**src/hdl/tmcs_pkg.sv**
```systemverilog
// ----------------------------------------------------------------------------
// tmcs_pkg
// Shared types and constants of the tile map chunk store: command and status
// codes, request and response words, and the control and status groups that
// pass between the controller and the datapath.
// ----------------------------------------------------------------------------
package tmcs_pkg;

   localparam int MAX_MAP_DIM   = 64;
   localparam int MAX_CHUNK_DIM = 8;

   localparam int MAP_AW      = $clog2(MAX_MAP_DIM);
   localparam int CHUNK_AW    = $clog2(MAX_CHUNK_DIM);
   localparam int MEM_AW      = 2 * MAP_AW;
   localparam int MEM_DEPTH   = 1 << MEM_AW;
   localparam int DIM_W       = 7;
   localparam int CDIM_W      = 4;
   localparam int LAYER_CNT_W = 9;
   localparam int CELL_W      = 8;
   localparam int GEN_W       = 64;
   localparam int BASE_W      = MAP_AW + CHUNK_AW;
   localparam int CSR_IDX_W   = 3;
   localparam int CSR_DATA_W  = 9;
   localparam int DIV_STEPS   = MAP_AW;

   typedef enum logic [1:0] {
      CMD_WRITE_CELL,
      CMD_READ_CELL,
      CMD_READ_CHUNK,
      CMD_READ_GEN
   } cmd_type;

   typedef enum logic [1:0] {
      STAT_OK,
      STAT_CELL_OOB,
      STAT_LAYER_BAD,
      STAT_CHUNK_OOB
   } status_type;

   typedef enum logic [CSR_IDX_W-1:0] {
      CSR_MAP_WIDTH    = 3'd0,
      CSR_MAP_HEIGHT   = 3'd1,
      CSR_CHUNK_WIDTH  = 3'd2,
      CSR_CHUNK_HEIGHT = 3'd3,
      CSR_LAYER_COUNT  = 3'd4
   } csr_index_type;

   typedef enum logic [1:0] {
      RSP_STATUS,
      RSP_CELL,
      RSP_GEN,
      RSP_CHUNK
   } rsp_sel_type;

   typedef enum logic [3:0] {
      S_CLEAR,
      S_IDLE,
      S_BASE,
      S_EVAL,
      S_DIV,
      S_GEN_RD,
      S_GEN_WR,
      S_CELL_OUT,
      S_GEN_OUT,
      S_CHUNK
   } state_type;

   typedef struct packed {
      cmd_type           cmd;
      logic [MAP_AW-1:0] col;
      logic [MAP_AW-1:0] row;
      logic [CELL_W-1:0] layer_value;
   } req_type;

   typedef struct packed {
      status_type        status;
      logic [CELL_W-1:0] cell_value;
      logic [GEN_W-1:0]  generation;
      logic              last;
   } rsp_type;

   typedef struct packed {
      logic        capture;
      logic        base_load;
      logic        clear;
      logic        cell_write;
      logic        cell_read;
      logic        chunk_start;
      logic        chunk_adv;
      logic        div_start;
      logic        gen_read_cmd;
      logic        gen_read_rmw;
      logic        gen_inc;
      logic        rsp_load;
      rsp_sel_type rsp_sel;
      status_type  rsp_status;
   } ctrl_type;

   typedef struct packed {
      logic    clear_done;
      cmd_type cmd;
      logic    cell_oob;
      logic    layer_bad;
      logic    chunk_oob;
      logic    div_done;
      logic    chunk_end;
      logic    rsp_free;
   } stat_type;

endpackage

```
**src/hdl/tmcs_ctrl.sv**
```systemverilog
// ----------------------------------------------------------------------------
// tmcs_ctrl
// Controller: sequences the clearing sweep, the request checks and the
// memory accesses of each command, and loads response words.
// ----------------------------------------------------------------------------
module tmcs_ctrl (
   input  logic                clock,
   input  logic                reset,
   input  logic                req_valid,
   output logic                req_ready,
   input  tmcs_pkg::stat_type  stat,
   output tmcs_pkg::ctrl_type  ctrl
);

   tmcs_pkg::state_type state_ff, state_in;

   always_ff @(posedge clock) begin
      if (reset)
         state_ff <= tmcs_pkg::S_CLEAR;
      else
         state_ff <= state_in;
   end

   always_comb begin
      state_in        = state_ff;
      ctrl            = '0;
      ctrl.rsp_sel    = tmcs_pkg::RSP_STATUS;
      ctrl.rsp_status = tmcs_pkg::STAT_OK;
      req_ready       = 1'b0;
      case (state_ff)
         tmcs_pkg::S_CLEAR: begin
            ctrl.clear = 1'b1;
            if (stat.clear_done)
               state_in = tmcs_pkg::S_IDLE;
         end
         tmcs_pkg::S_IDLE: begin
            req_ready    = 1'b1;
            ctrl.capture = req_valid;
            if (req_valid)
               state_in = tmcs_pkg::S_BASE;
         end
         tmcs_pkg::S_BASE: begin
            ctrl.base_load = 1'b1;
            state_in       = tmcs_pkg::S_EVAL;
         end
         tmcs_pkg::S_EVAL: begin
            case (stat.cmd)
               tmcs_pkg::CMD_WRITE_CELL: begin
                  if (stat.cell_oob || stat.layer_bad) begin
                     ctrl.rsp_status = stat.cell_oob ? tmcs_pkg::STAT_CELL_OOB
                                                     : tmcs_pkg::STAT_LAYER_BAD;
                     ctrl.rsp_load   = stat.rsp_free;
                     if (stat.rsp_free)
                        state_in = tmcs_pkg::S_IDLE;
                  end else begin
                     ctrl.cell_write = 1'b1;
                     ctrl.div_start  = 1'b1;
                     state_in        = tmcs_pkg::S_DIV;
                  end
               end
               tmcs_pkg::CMD_READ_CELL: begin
                  if (stat.cell_oob) begin
                     ctrl.rsp_status = tmcs_pkg::STAT_CELL_OOB;
                     ctrl.rsp_load   = stat.rsp_free;
                     if (stat.rsp_free)
                        state_in = tmcs_pkg::S_IDLE;
                  end else begin
                     ctrl.cell_read = 1'b1;
                     state_in       = tmcs_pkg::S_CELL_OUT;
                  end
               end
               tmcs_pkg::CMD_READ_CHUNK: begin
                  if (stat.chunk_oob) begin
                     ctrl.rsp_status = tmcs_pkg::STAT_CHUNK_OOB;
                     ctrl.rsp_load   = stat.rsp_free;
                     if (stat.rsp_free)
                        state_in = tmcs_pkg::S_IDLE;
                  end else begin
                     ctrl.chunk_start = 1'b1;
                     state_in         = tmcs_pkg::S_CHUNK;
                  end
               end
               tmcs_pkg::CMD_READ_GEN: begin
                  if (stat.chunk_oob) begin
                     ctrl.rsp_status = tmcs_pkg::STAT_CHUNK_OOB;
                     ctrl.rsp_load   = stat.rsp_free;
                     if (stat.rsp_free)
                        state_in = tmcs_pkg::S_IDLE;
                  end else begin
                     ctrl.gen_read_cmd = 1'b1;
                     state_in          = tmcs_pkg::S_GEN_OUT;
                  end
               end
               default: state_in = tmcs_pkg::S_IDLE;
            endcase
         end
         tmcs_pkg::S_DIV: begin
            if (stat.div_done)
               state_in = tmcs_pkg::S_GEN_RD;
         end
         tmcs_pkg::S_GEN_RD: begin
            ctrl.gen_read_rmw = 1'b1;
            state_in          = tmcs_pkg::S_GEN_WR;
         end
         tmcs_pkg::S_GEN_WR: begin
            if (stat.rsp_free) begin
               ctrl.gen_inc  = 1'b1;
               ctrl.rsp_load = 1'b1;
               state_in      = tmcs_pkg::S_IDLE;
            end
         end
         tmcs_pkg::S_CELL_OUT: begin
            ctrl.rsp_sel = tmcs_pkg::RSP_CELL;
            if (stat.rsp_free) begin
               ctrl.rsp_load = 1'b1;
               state_in      = tmcs_pkg::S_IDLE;
            end
         end
         tmcs_pkg::S_GEN_OUT: begin
            ctrl.rsp_sel = tmcs_pkg::RSP_GEN;
            if (stat.rsp_free) begin
               ctrl.rsp_load = 1'b1;
               state_in      = tmcs_pkg::S_IDLE;
            end
         end
         tmcs_pkg::S_CHUNK: begin
            ctrl.rsp_sel = tmcs_pkg::RSP_CHUNK;
            if (stat.rsp_free) begin
               ctrl.rsp_load = 1'b1;
               if (stat.chunk_end)
                  state_in = tmcs_pkg::S_IDLE;
               else
                  ctrl.chunk_adv = 1'b1;
            end
         end
         default: state_in = tmcs_pkg::S_IDLE;
      endcase
   end

endmodule

```
**config.mk**
```make
export PLATFORM = sky130hd
export DESIGN_NAME = tmcs_ctrl
export DESIGN_NICKNAME = d
export VERILOG_FILES = /design/src/hdl/tmcs_pkg.sv /design/src/hdl/tmcs_ctrl.sv
export SDC_FILE = /design/constraint.sdc
export NUM_CORES = 1
export LEC_CHECK = 0
export BUFFER_PORTS_ARGS = -buffer_cell sky130_fd_sc_hd__buf_2
export CAP_MARGIN = 0
export CORE_MARGIN = 4
export CORE_UTILIZATION = 40
export DETAILED_ROUTE_END_ITERATION = 8
export GPL_TIMING_DRIVEN = 1
export PLACE_DENSITY = 0.74
export SETUP_SLACK_MARGIN = 0.15
export SYNTH_ARGS = -nofsm -noshare
export SYNTH_HDL_FRONTEND = slang
export SYNTH_SLANG_ARGS = --single-unit
```
**constraint.sdc**
```tcl
create_clock -name clock -period 1.3 [get_ports clock]
set_clock_uncertainty 0.1 [all_clocks]
set_input_delay 0.13 -clock clock [delete_from_list [all_inputs] [get_ports clock]]
set_output_delay 0.13 -clock clock [all_outputs]
set_load 0.01 [all_outputs]
```
==> key figures, run 1 <==
Status
  • Status: complete, but fails checks
  • Failing checks: setup timing

Placed design
  • GPL Wtd Cong: 0.7905
  • Port bufs: 28
  • Placed cells: 132
  • DP HPWL: 1.341 mm

Setup path
  • Crit-path slowest cell: dfxtp_2
  • CP Capture Type: output pin
  • Slowest stage delay, CP: ~0.40 ns
  • CP cell instances: buf_4, nand3b_1, nor3_1, buf_2
  • CP Class: flip-flop to output pin
  • CP max FO: 5
  • Worst EP required: between 1 and 1.5 ns
  • Worst Path Arrival: about 1.5 ns
  • CP Launch Type: flip-flop

Floorplanning
  • Die height: 46.18 um
  • Die area: approximately 2100 sq um
  • Ports: 29
  • Num rows: 13
  • Core area: 1334 sq um
  • Initial Utilization: 0.4371
  • Die W: ~46 um

GRT
  • Global route overflow: 0
  • Overall routing resource usage: 0.1881
  • First-pass GRT wire length: ~3 mm
  • Vias in the first global route: 686
  • Initial antenna violation count: 0
  • Largest net degree at the start of global routing: 13

Synthesis
  • Cells after Synth: 80
  • Synthesized flop and latch total: 4
  • Post-Syn Area: 583.1 sq um
  • Yosys warns: 0
  • Netlist cell types: 36
  • Synthesized net count: 92
  • Avg Synthesized Cell Area: 7.288 sq um
  • Sequential area share after synthesis: 0.1373

Timing
  • Fin. max-slew vios: 0
  • Worst Setup Slack, final: -0.4506 ns
  • Final TNS setup: -4.834 ns
  • Slew HR: 0.7414
  • Unrepaired setup endpoints after global routing: yes
  • Setup-failing EPs final: 21
  • Final period util: 1.347
  • Tmin final: 1.751 ns
  • Tightest Pin Transition: 0.3871 ns
  • Max frequency: between 500 and 600 MHz
  • Final hold violation count: 0

Layout
  • Layout cells sized above 1: 0.6718
  • Reg with most FFs: state_ff
  • # diodes: 0
  • Layout Utilization: 0.8415
  • Leading cell types in the layout, fill and taps excluded: buf_2, buf_4, buf_6
  • Top flop regs: state_ff x4
  • Most common cell after layout, fill and taps aside: buf_2
  • Area growth syn-to-layout: 92.49%
  • Max reg flops: 4
  • Final std cells w/o fill: roughly 150
  • Layout Nets: around 150

Clock tree
  • CTS Root Cell: clkbuf_4
  • Clock-pin transition on the worst setup and hold timing paths: roughly 0.030 ns
  • Htree depth: 1
  • Clock Tree Buf Depth: 2
  • Clock Sinks: 4
  • Clock latency on the worst-skew pair: 0.24 ns
  • CTS tree: done
  • Num CTS Buffers: 3

Routing
  • DR iter-0 viols: 26
  • Initial DRT Pass Iterations: 4
  • ANT nets after route: 0
  • Vias post-DR: 872
  • # DRC: 0
  • WL final: 2.459 mm
  • Post-DR vias/cell: around 6.0
  • Wire per inst: approximately 17 um

Pwr
  • Pwr/cell area: 464.3 nW/um^2
  • VDD IR max: 436.2 uV
  • Leak: ~0.51 nW
  • Pwr Total: 521.1 uW

Min path
  • HP Class: input port to flip-flop

Run
  • # Max-Cap Violations: 0
logic make-up (layout without fill, tap and decap cells):
| group | after synthesis | count (layout) | synth area share |
|---|---|---|---|
| AO/OA/AOI/OAI | 19 | 19 | 0.2318 |
| XOR/XNOR | 1 | 1 | 0.01502 |
| AND/OR/NAND/NOR | 43 | 43 | 0.4421 |
| buffers and inverters | 11 | 62 | 0.1287 |
| flip-flops | 4 | 4 | 0.1373 |
| multiplexers | 2 | 2 | 0.04506 |
synthesized netlist by cell type:
| library cell | number | area (sq um) |
|---|---|---|
| a211oi_1 | 3 | 22.52 |
| a21o_1 | 1 | 7.510 |
| a21oi_1 | 6 | 30.03 |
| a22o_1 | 1 | 8.760 |
| a22oi_2 | 1 | 12.51 |
| a311oi_1 | 1 | 8.760 |
| a31oi_1 | 1 | 6.260 |
| and2_1 | 3 | 18.77 |
| and2b_1 | 1 | 7.510 |
| buf_2 | 3 | 15.01 |
| buf_4 | 2 | 15.01 |
| buf_6 | 3 | 33.78 |
| dfxtp_1 | 4 | 80.08 |
| inv_1 | 3 | 11.26 |
| mux2_1 | 1 | 11.26 |
| mux2_4 | 1 | 15.01 |
| nand2_1 | 4 | 15.01 |
| nand2b_1 | 5 | 31.28 |
| nand3b_1 | 1 | 7.510 |
| nand4bb_1 | 1 | 11.26 |
| nor2_1 | 10 | 37.54 |
| nor2b_4 | 1 | 13.76 |
| nor3_1 | 6 | 30.03 |
| nor3b_1 | 1 | 7.510 |
| nor3b_2 | 1 | 12.51 |
| nor4_1 | 5 | 31.28 |
| nor4_2 | 1 | 12.51 |
| nor4b_1 | 1 | 8.760 |
| o21a_1 | 1 | 7.510 |
| o21ai_0 | 1 | 5.000 |
| o22ai_1 | 1 | 6.260 |
| o31ai_1 | 1 | 7.510 |
| o31ai_2 | 1 | 12.51 |
| or2_2 | 1 | 6.260 |
| or3_1 | 1 | 6.260 |
| xor2_1 | 1 | 8.760 |
cell type report:
| class | instances | area, sq um |
|---|---|---|
| clock buffers | 3 | 22.52 |
| fillers | 75 | 211.5 |
| inverters | 3 | 11.26 |
| multi-input cells | 65 | 560.5 |
| flip-flops and latches | 4 | 92.59 |
| well taps | 15 | 18.77 |
| repair buffers | 56 | 416.7 |
through the flow:
stage	hold slack, ns	cell area, sq um	setup slack [ns]
2_1_floorplan	0.09907	625.6	-0.04986
3_3_place_gp	0.2497	842.1	-0.1756
3_5_place_dp	0.2503	842.1	-0.2032
4_1_cts	0.1295	985.9	-0.2734
5_1_grt	0.1552	1122	-0.5369
6_report	0.1396	1122	-0.4506
metal layers:
layer,routed length (um),track usage,vias to the layer above
met5,0,0,-
li1,-,-,393
met2,1266,0.3489,54
met3,171,0.03906,14
met4,102,0,0
met1,918,0.2327,411
final timing paths:
path / from / depth (start not counted) / to / slack, ns
hold / removal: stat[1] / 4 / state_ff[3]$_SDFFE_PP0P_ / 0.14
setup / recovery: state_ff[1]$_SDFFE_PP0P_ / 4 / ctrl[5] / -0.45
setup reg to reg: state_ff[3]$_SDFFE_PP0P_ / 7 / state_ff[0]$_SDFFE_PP0P_ / -0.28
hold reg to reg: state_ff[0]$_SDFFE_PP0P_ / 4 / state_ff[3]$_SDFFE_PP0P_ / 0.60
worst max-delay path: cells and delay by family, from the launching register on:
family        cells  cell delay [ns]
buf+inv           2             0.37
simple gates      2             0.51
flops             1             0.40
what timing repair did:
item / in CTS / in global routing
pin swaps: 5 / 9
buffers inserted: 5 / 5
hold buffers: 1 / 0
endpoints found under the setup margin: 21 / 21
resized for setup: 21 / 20
gates cloned: 0 / 0
hold endpoints to repair: 1 / 0
report_power, final:
part	switching (mW)	internal (mW)	leakage, nW
registers	0.0130	0.125	0.0352
logic	0.112	0.116	0.464
clock network	0.0517	0.103	0.0138
total	0.176	0.345	0.513
Power figures use the tool's default switching activity.
==> run 2, diff against run 1 <==
--- a/config.mk
+++ b/config.mk
@@ -7,11 +7,13 @@
 export LEC_CHECK = 0
 export BUFFER_PORTS_ARGS = -buffer_cell sky130_fd_sc_hd__buf_2
 export CAP_MARGIN = 0
+export CELL_PAD_IN_SITES_DETAIL_PLACEMENT = 1
+export CELL_PAD_IN_SITES_GLOBAL_PLACEMENT = 2
 export CORE_MARGIN = 4
-export CORE_UTILIZATION = 40
+export CORE_UTILIZATION = 20
 export DETAILED_ROUTE_END_ITERATION = 8
 export GPL_TIMING_DRIVEN = 1
-export PLACE_DENSITY = 0.74
+export PLACE_DENSITY_LB_ADDON = 0.1
 export SETUP_SLACK_MARGIN = 0.15
 export SYNTH_ARGS = -nofsm -noshare
 export SYNTH_HDL_FRONTEND = slang
==> constraint.sdc (replaced) <==
create_clock -name clock -period 1.3 [get_ports clock]
set_clock_uncertainty 0.1 [all_clocks]
set_input_delay 0.26 -clock clock [delete_from_list [all_inputs] [get_ports clock]]
set_output_delay 0.26 -clock clock [all_outputs]
set_load 0.01 [all_outputs]
==> key figures, run 2 (synthesized netlist as in run 1, its figures left out) <==
Timing
  • Worst Setup Slack, final: -0.3676 ns (was -0.4506 ns)
  • Tightest Pin Transition: 0.3259 ns (was 0.3871 ns)
  • Final hold violation count: 0 (unchanged)
  • Slew HR: 0.7807 (was 0.7414)
  • Final TNS setup: -5.803 ns (was -4.834 ns)
  • Setup-failing EPs final: 21 (unchanged)
  • Max frequency: 599.7 MHz (was 571.2 MHz)
  • Unrepaired setup endpoints after global routing: yes (unchanged)
  • Fin. max-slew vios: 0 (unchanged)
  • Tmin final: 1.668 ns (was 1.751 ns)
  • Final period util: 1.283 (was 1.347)

Clock tree
  • Num CTS Buffers: 3 (unchanged)
  • Clock Tree Buf Depth: 2 (unchanged)
  • Htree depth: 1 (unchanged)
  • Clock latency on the worst-skew pair: 0.23 ns (was 0.24 ns)
  • Cts-stage hold buffer count: 0 (was 1)
  • Clock Sinks: 4 (unchanged)
  • CTS Root Cell: clkbuf_4 (unchanged)
  • CTS tree: done (unchanged)
  • Clock-pin transition on the worst setup and hold timing paths: 0.04 ns (was 0.03 ns)

GRT
  • Initial antenna violation count: 0 (unchanged)
  • Overall routing resource usage: 0.1469 (was 0.1881)
  • Vias in the first global route: 931 (was 686)
  • Global route overflow: 0 (unchanged)
  • First-pass GRT wire length: 4.271 mm (was 3.001 mm)
  • Largest net degree at the start of global routing: 8 (was 13)

Floorplanning
  • Num rows: 19 (was 13)
  • Initial Utilization: 0.2096 (was 0.4371)
  • Ports: 29 (unchanged)
  • Die height: 62.00 um (was 46.18 um)
  • Die W: 62.00 um (was 46.18 um)
  • Die area: 3843 sq um (was 2133 sq um)
  • Core area: 2781 sq um (was 1334 sq um)

Layout
  • Finished Cell Area: 1296 sq um (was 1122 sq um)
  • Most common cell after layout, fill and taps aside: buf_4 (was buf_2)
  • Layout Nets: 158 (was 145)
  • Layout cells sized above 1: 0.7361 (was 0.6718)
  • Top flop regs: state_ff x4 (unchanged)
  • Reg with most FFs: state_ff (unchanged)
  • Fillers: 339 (was 75)
  • Leading cell types in the layout, fill and taps excluded: buf_4, buf_2, buf_6 (was buf_2, buf_4, buf_6)
  • Area growth syn-to-layout: 122.3% (was 92.49%)
  • # diodes: 0 (unchanged)
  • Max reg flops: 4 (unchanged)

Placed design
  • GPL Wtd Cong: 0.6829 (was 0.7905)
  • Port bufs: 28 (unchanged)
  • Placement Setup Slack: -0.3371 ns (was -0.2032 ns)
  • Area after DPL: 1008 sq um (was 842.1 sq um)
  • DP HPWL: 1.898 mm (was 1.341 mm)

Min path
  • HP Class: input port to flip-flop (unchanged)

Setup path
  • CP Class: flip-flop to output pin (unchanged)
  • CP cell instances: nand4bb_1, buf_6, nor2b_4, a21oi_1, nor2_1, buf_2 (was buf_4, nand3b_1, nor3_1, buf_2)
  • CP max FO: 7 (was 5)
  • Crit-path slowest cell: dfxtp_4 (was dfxtp_2)
  • CP Launch Type: flip-flop (unchanged)
  • Slowest stage delay, CP: 0.35 ns (was 0.40 ns)
  • Worst EP required: 0.94 ns (was 1.07 ns)
  • Worst Path Arrival: 1.31 ns (was 1.52 ns)
  • CP Capture Type: output pin (unchanged)

Pwr
  • VDD IR max: 562.9 uV (was 436.2 uV)
  • Pwr Total: 541.7 uW (was 521.1 uW)
  • Leak: 0.5951 nW (was 0.5133 nW)
  • Pwr/cell area: 417.9 nW/um^2 (was 464.3 nW/um^2)

Status
  • Status: complete, but fails checks (unchanged)
  • Failing checks: setup timing (unchanged)

Routing
  • DR iter-0 viols: 4 (was 26)
  • # DRC: 0 (unchanged)
  • Post-DR vias/cell: 4.766 (was 5.973)
  • Vias post-DR: 834 (was 872)
  • ANT nets after route: 0 (unchanged)
  • Wire per inst: 14.15 um (was 16.84 um)
  • WL final: 2.477 mm (was 2.459 mm)
  • Initial DRT Pass Iterations: 4 (unchanged)

Run
  • # Max-Cap Violations: 0 (unchanged)
==> run 2: layer usage <==
layer,wire [um],vias to the layer above,track usage
met5,0,-,0
met1,1111,396,0.2012
met3,86,2,0.01240
met2,1263,19,0.2515
met4,17,0,0.02727
li1,-,417,-
==> run 2: what timing repair did <==
item | in CTS | in global routing
setup endpoints to repair | 21 | 21
pin swaps | 13 | 4
gates resized for setup | 39 | 5
buffers inserted | 8 | 1
==> run 2: area by class of cell <==
class | instances | area [sq um] | area share
Multi-Input combinational cell | 65 | 615.6 | 0.4749
Tap cell | 31 | 38.79 | 0.02992
Clock buffer | 3 | 22.52 | 0.01737
Sequential cell | 4 | 90.09 | 0.06950
Inverter | 3 | 11.26 | 0.008687
Timing Repair Buffer | 69 | 518.0 | 0.3996
==> run 2: through the flow <==
step / instances / utilization / hold WS (ns)
after floorplan: 80 / - / 0.2291
after global placement: 163 / 0.3626 / 0.3963
after detailed placement: 163 / 0.3626 / 0.4001
after CTS: 174 / 0.4525 / 0.1438
after global routing: 175 / 0.4660 / 0.1552
final: 175 / 0.4660 / 0.1582
==> run 2: report_power, final <==
group	internal [mW]	switching, mW	total [mW]
Combinational	0.134	0.126	0.260
Clock	0.103	0.0455	0.148
Sequential	0.126	0.00783	0.134
==> run 2: path summary, 6_finish.rpt <==
path	start	end	slack [ns]	cells after the start
worst min register to register	state_ff[3]$_SDFFE_PP0P_	state_ff[0]$_SDFFE_PP0P_	0.72	5
worst max-delay path	state_ff[3]$_SDFFE_PP0P_	ctrl[4]	-0.37	6
worst min-delay path	reset	state_ff[0]$_SDFFE_PP0P_	0.16	2
worst max register to register	state_ff[3]$_SDFFE_PP0P_	state_ff[1]$_SDFFE_PP0P_	-0.24	6
==> run 2: critical path: cells and delay by family, from the launching register on <==
family,cells,cell delay [ns]
AND/OR/NAND/NOR,3,0.37
flip-flops,1,0.35
buffers and inverters,2,0.29
AO/OA/AOI/OAI,1,0.07
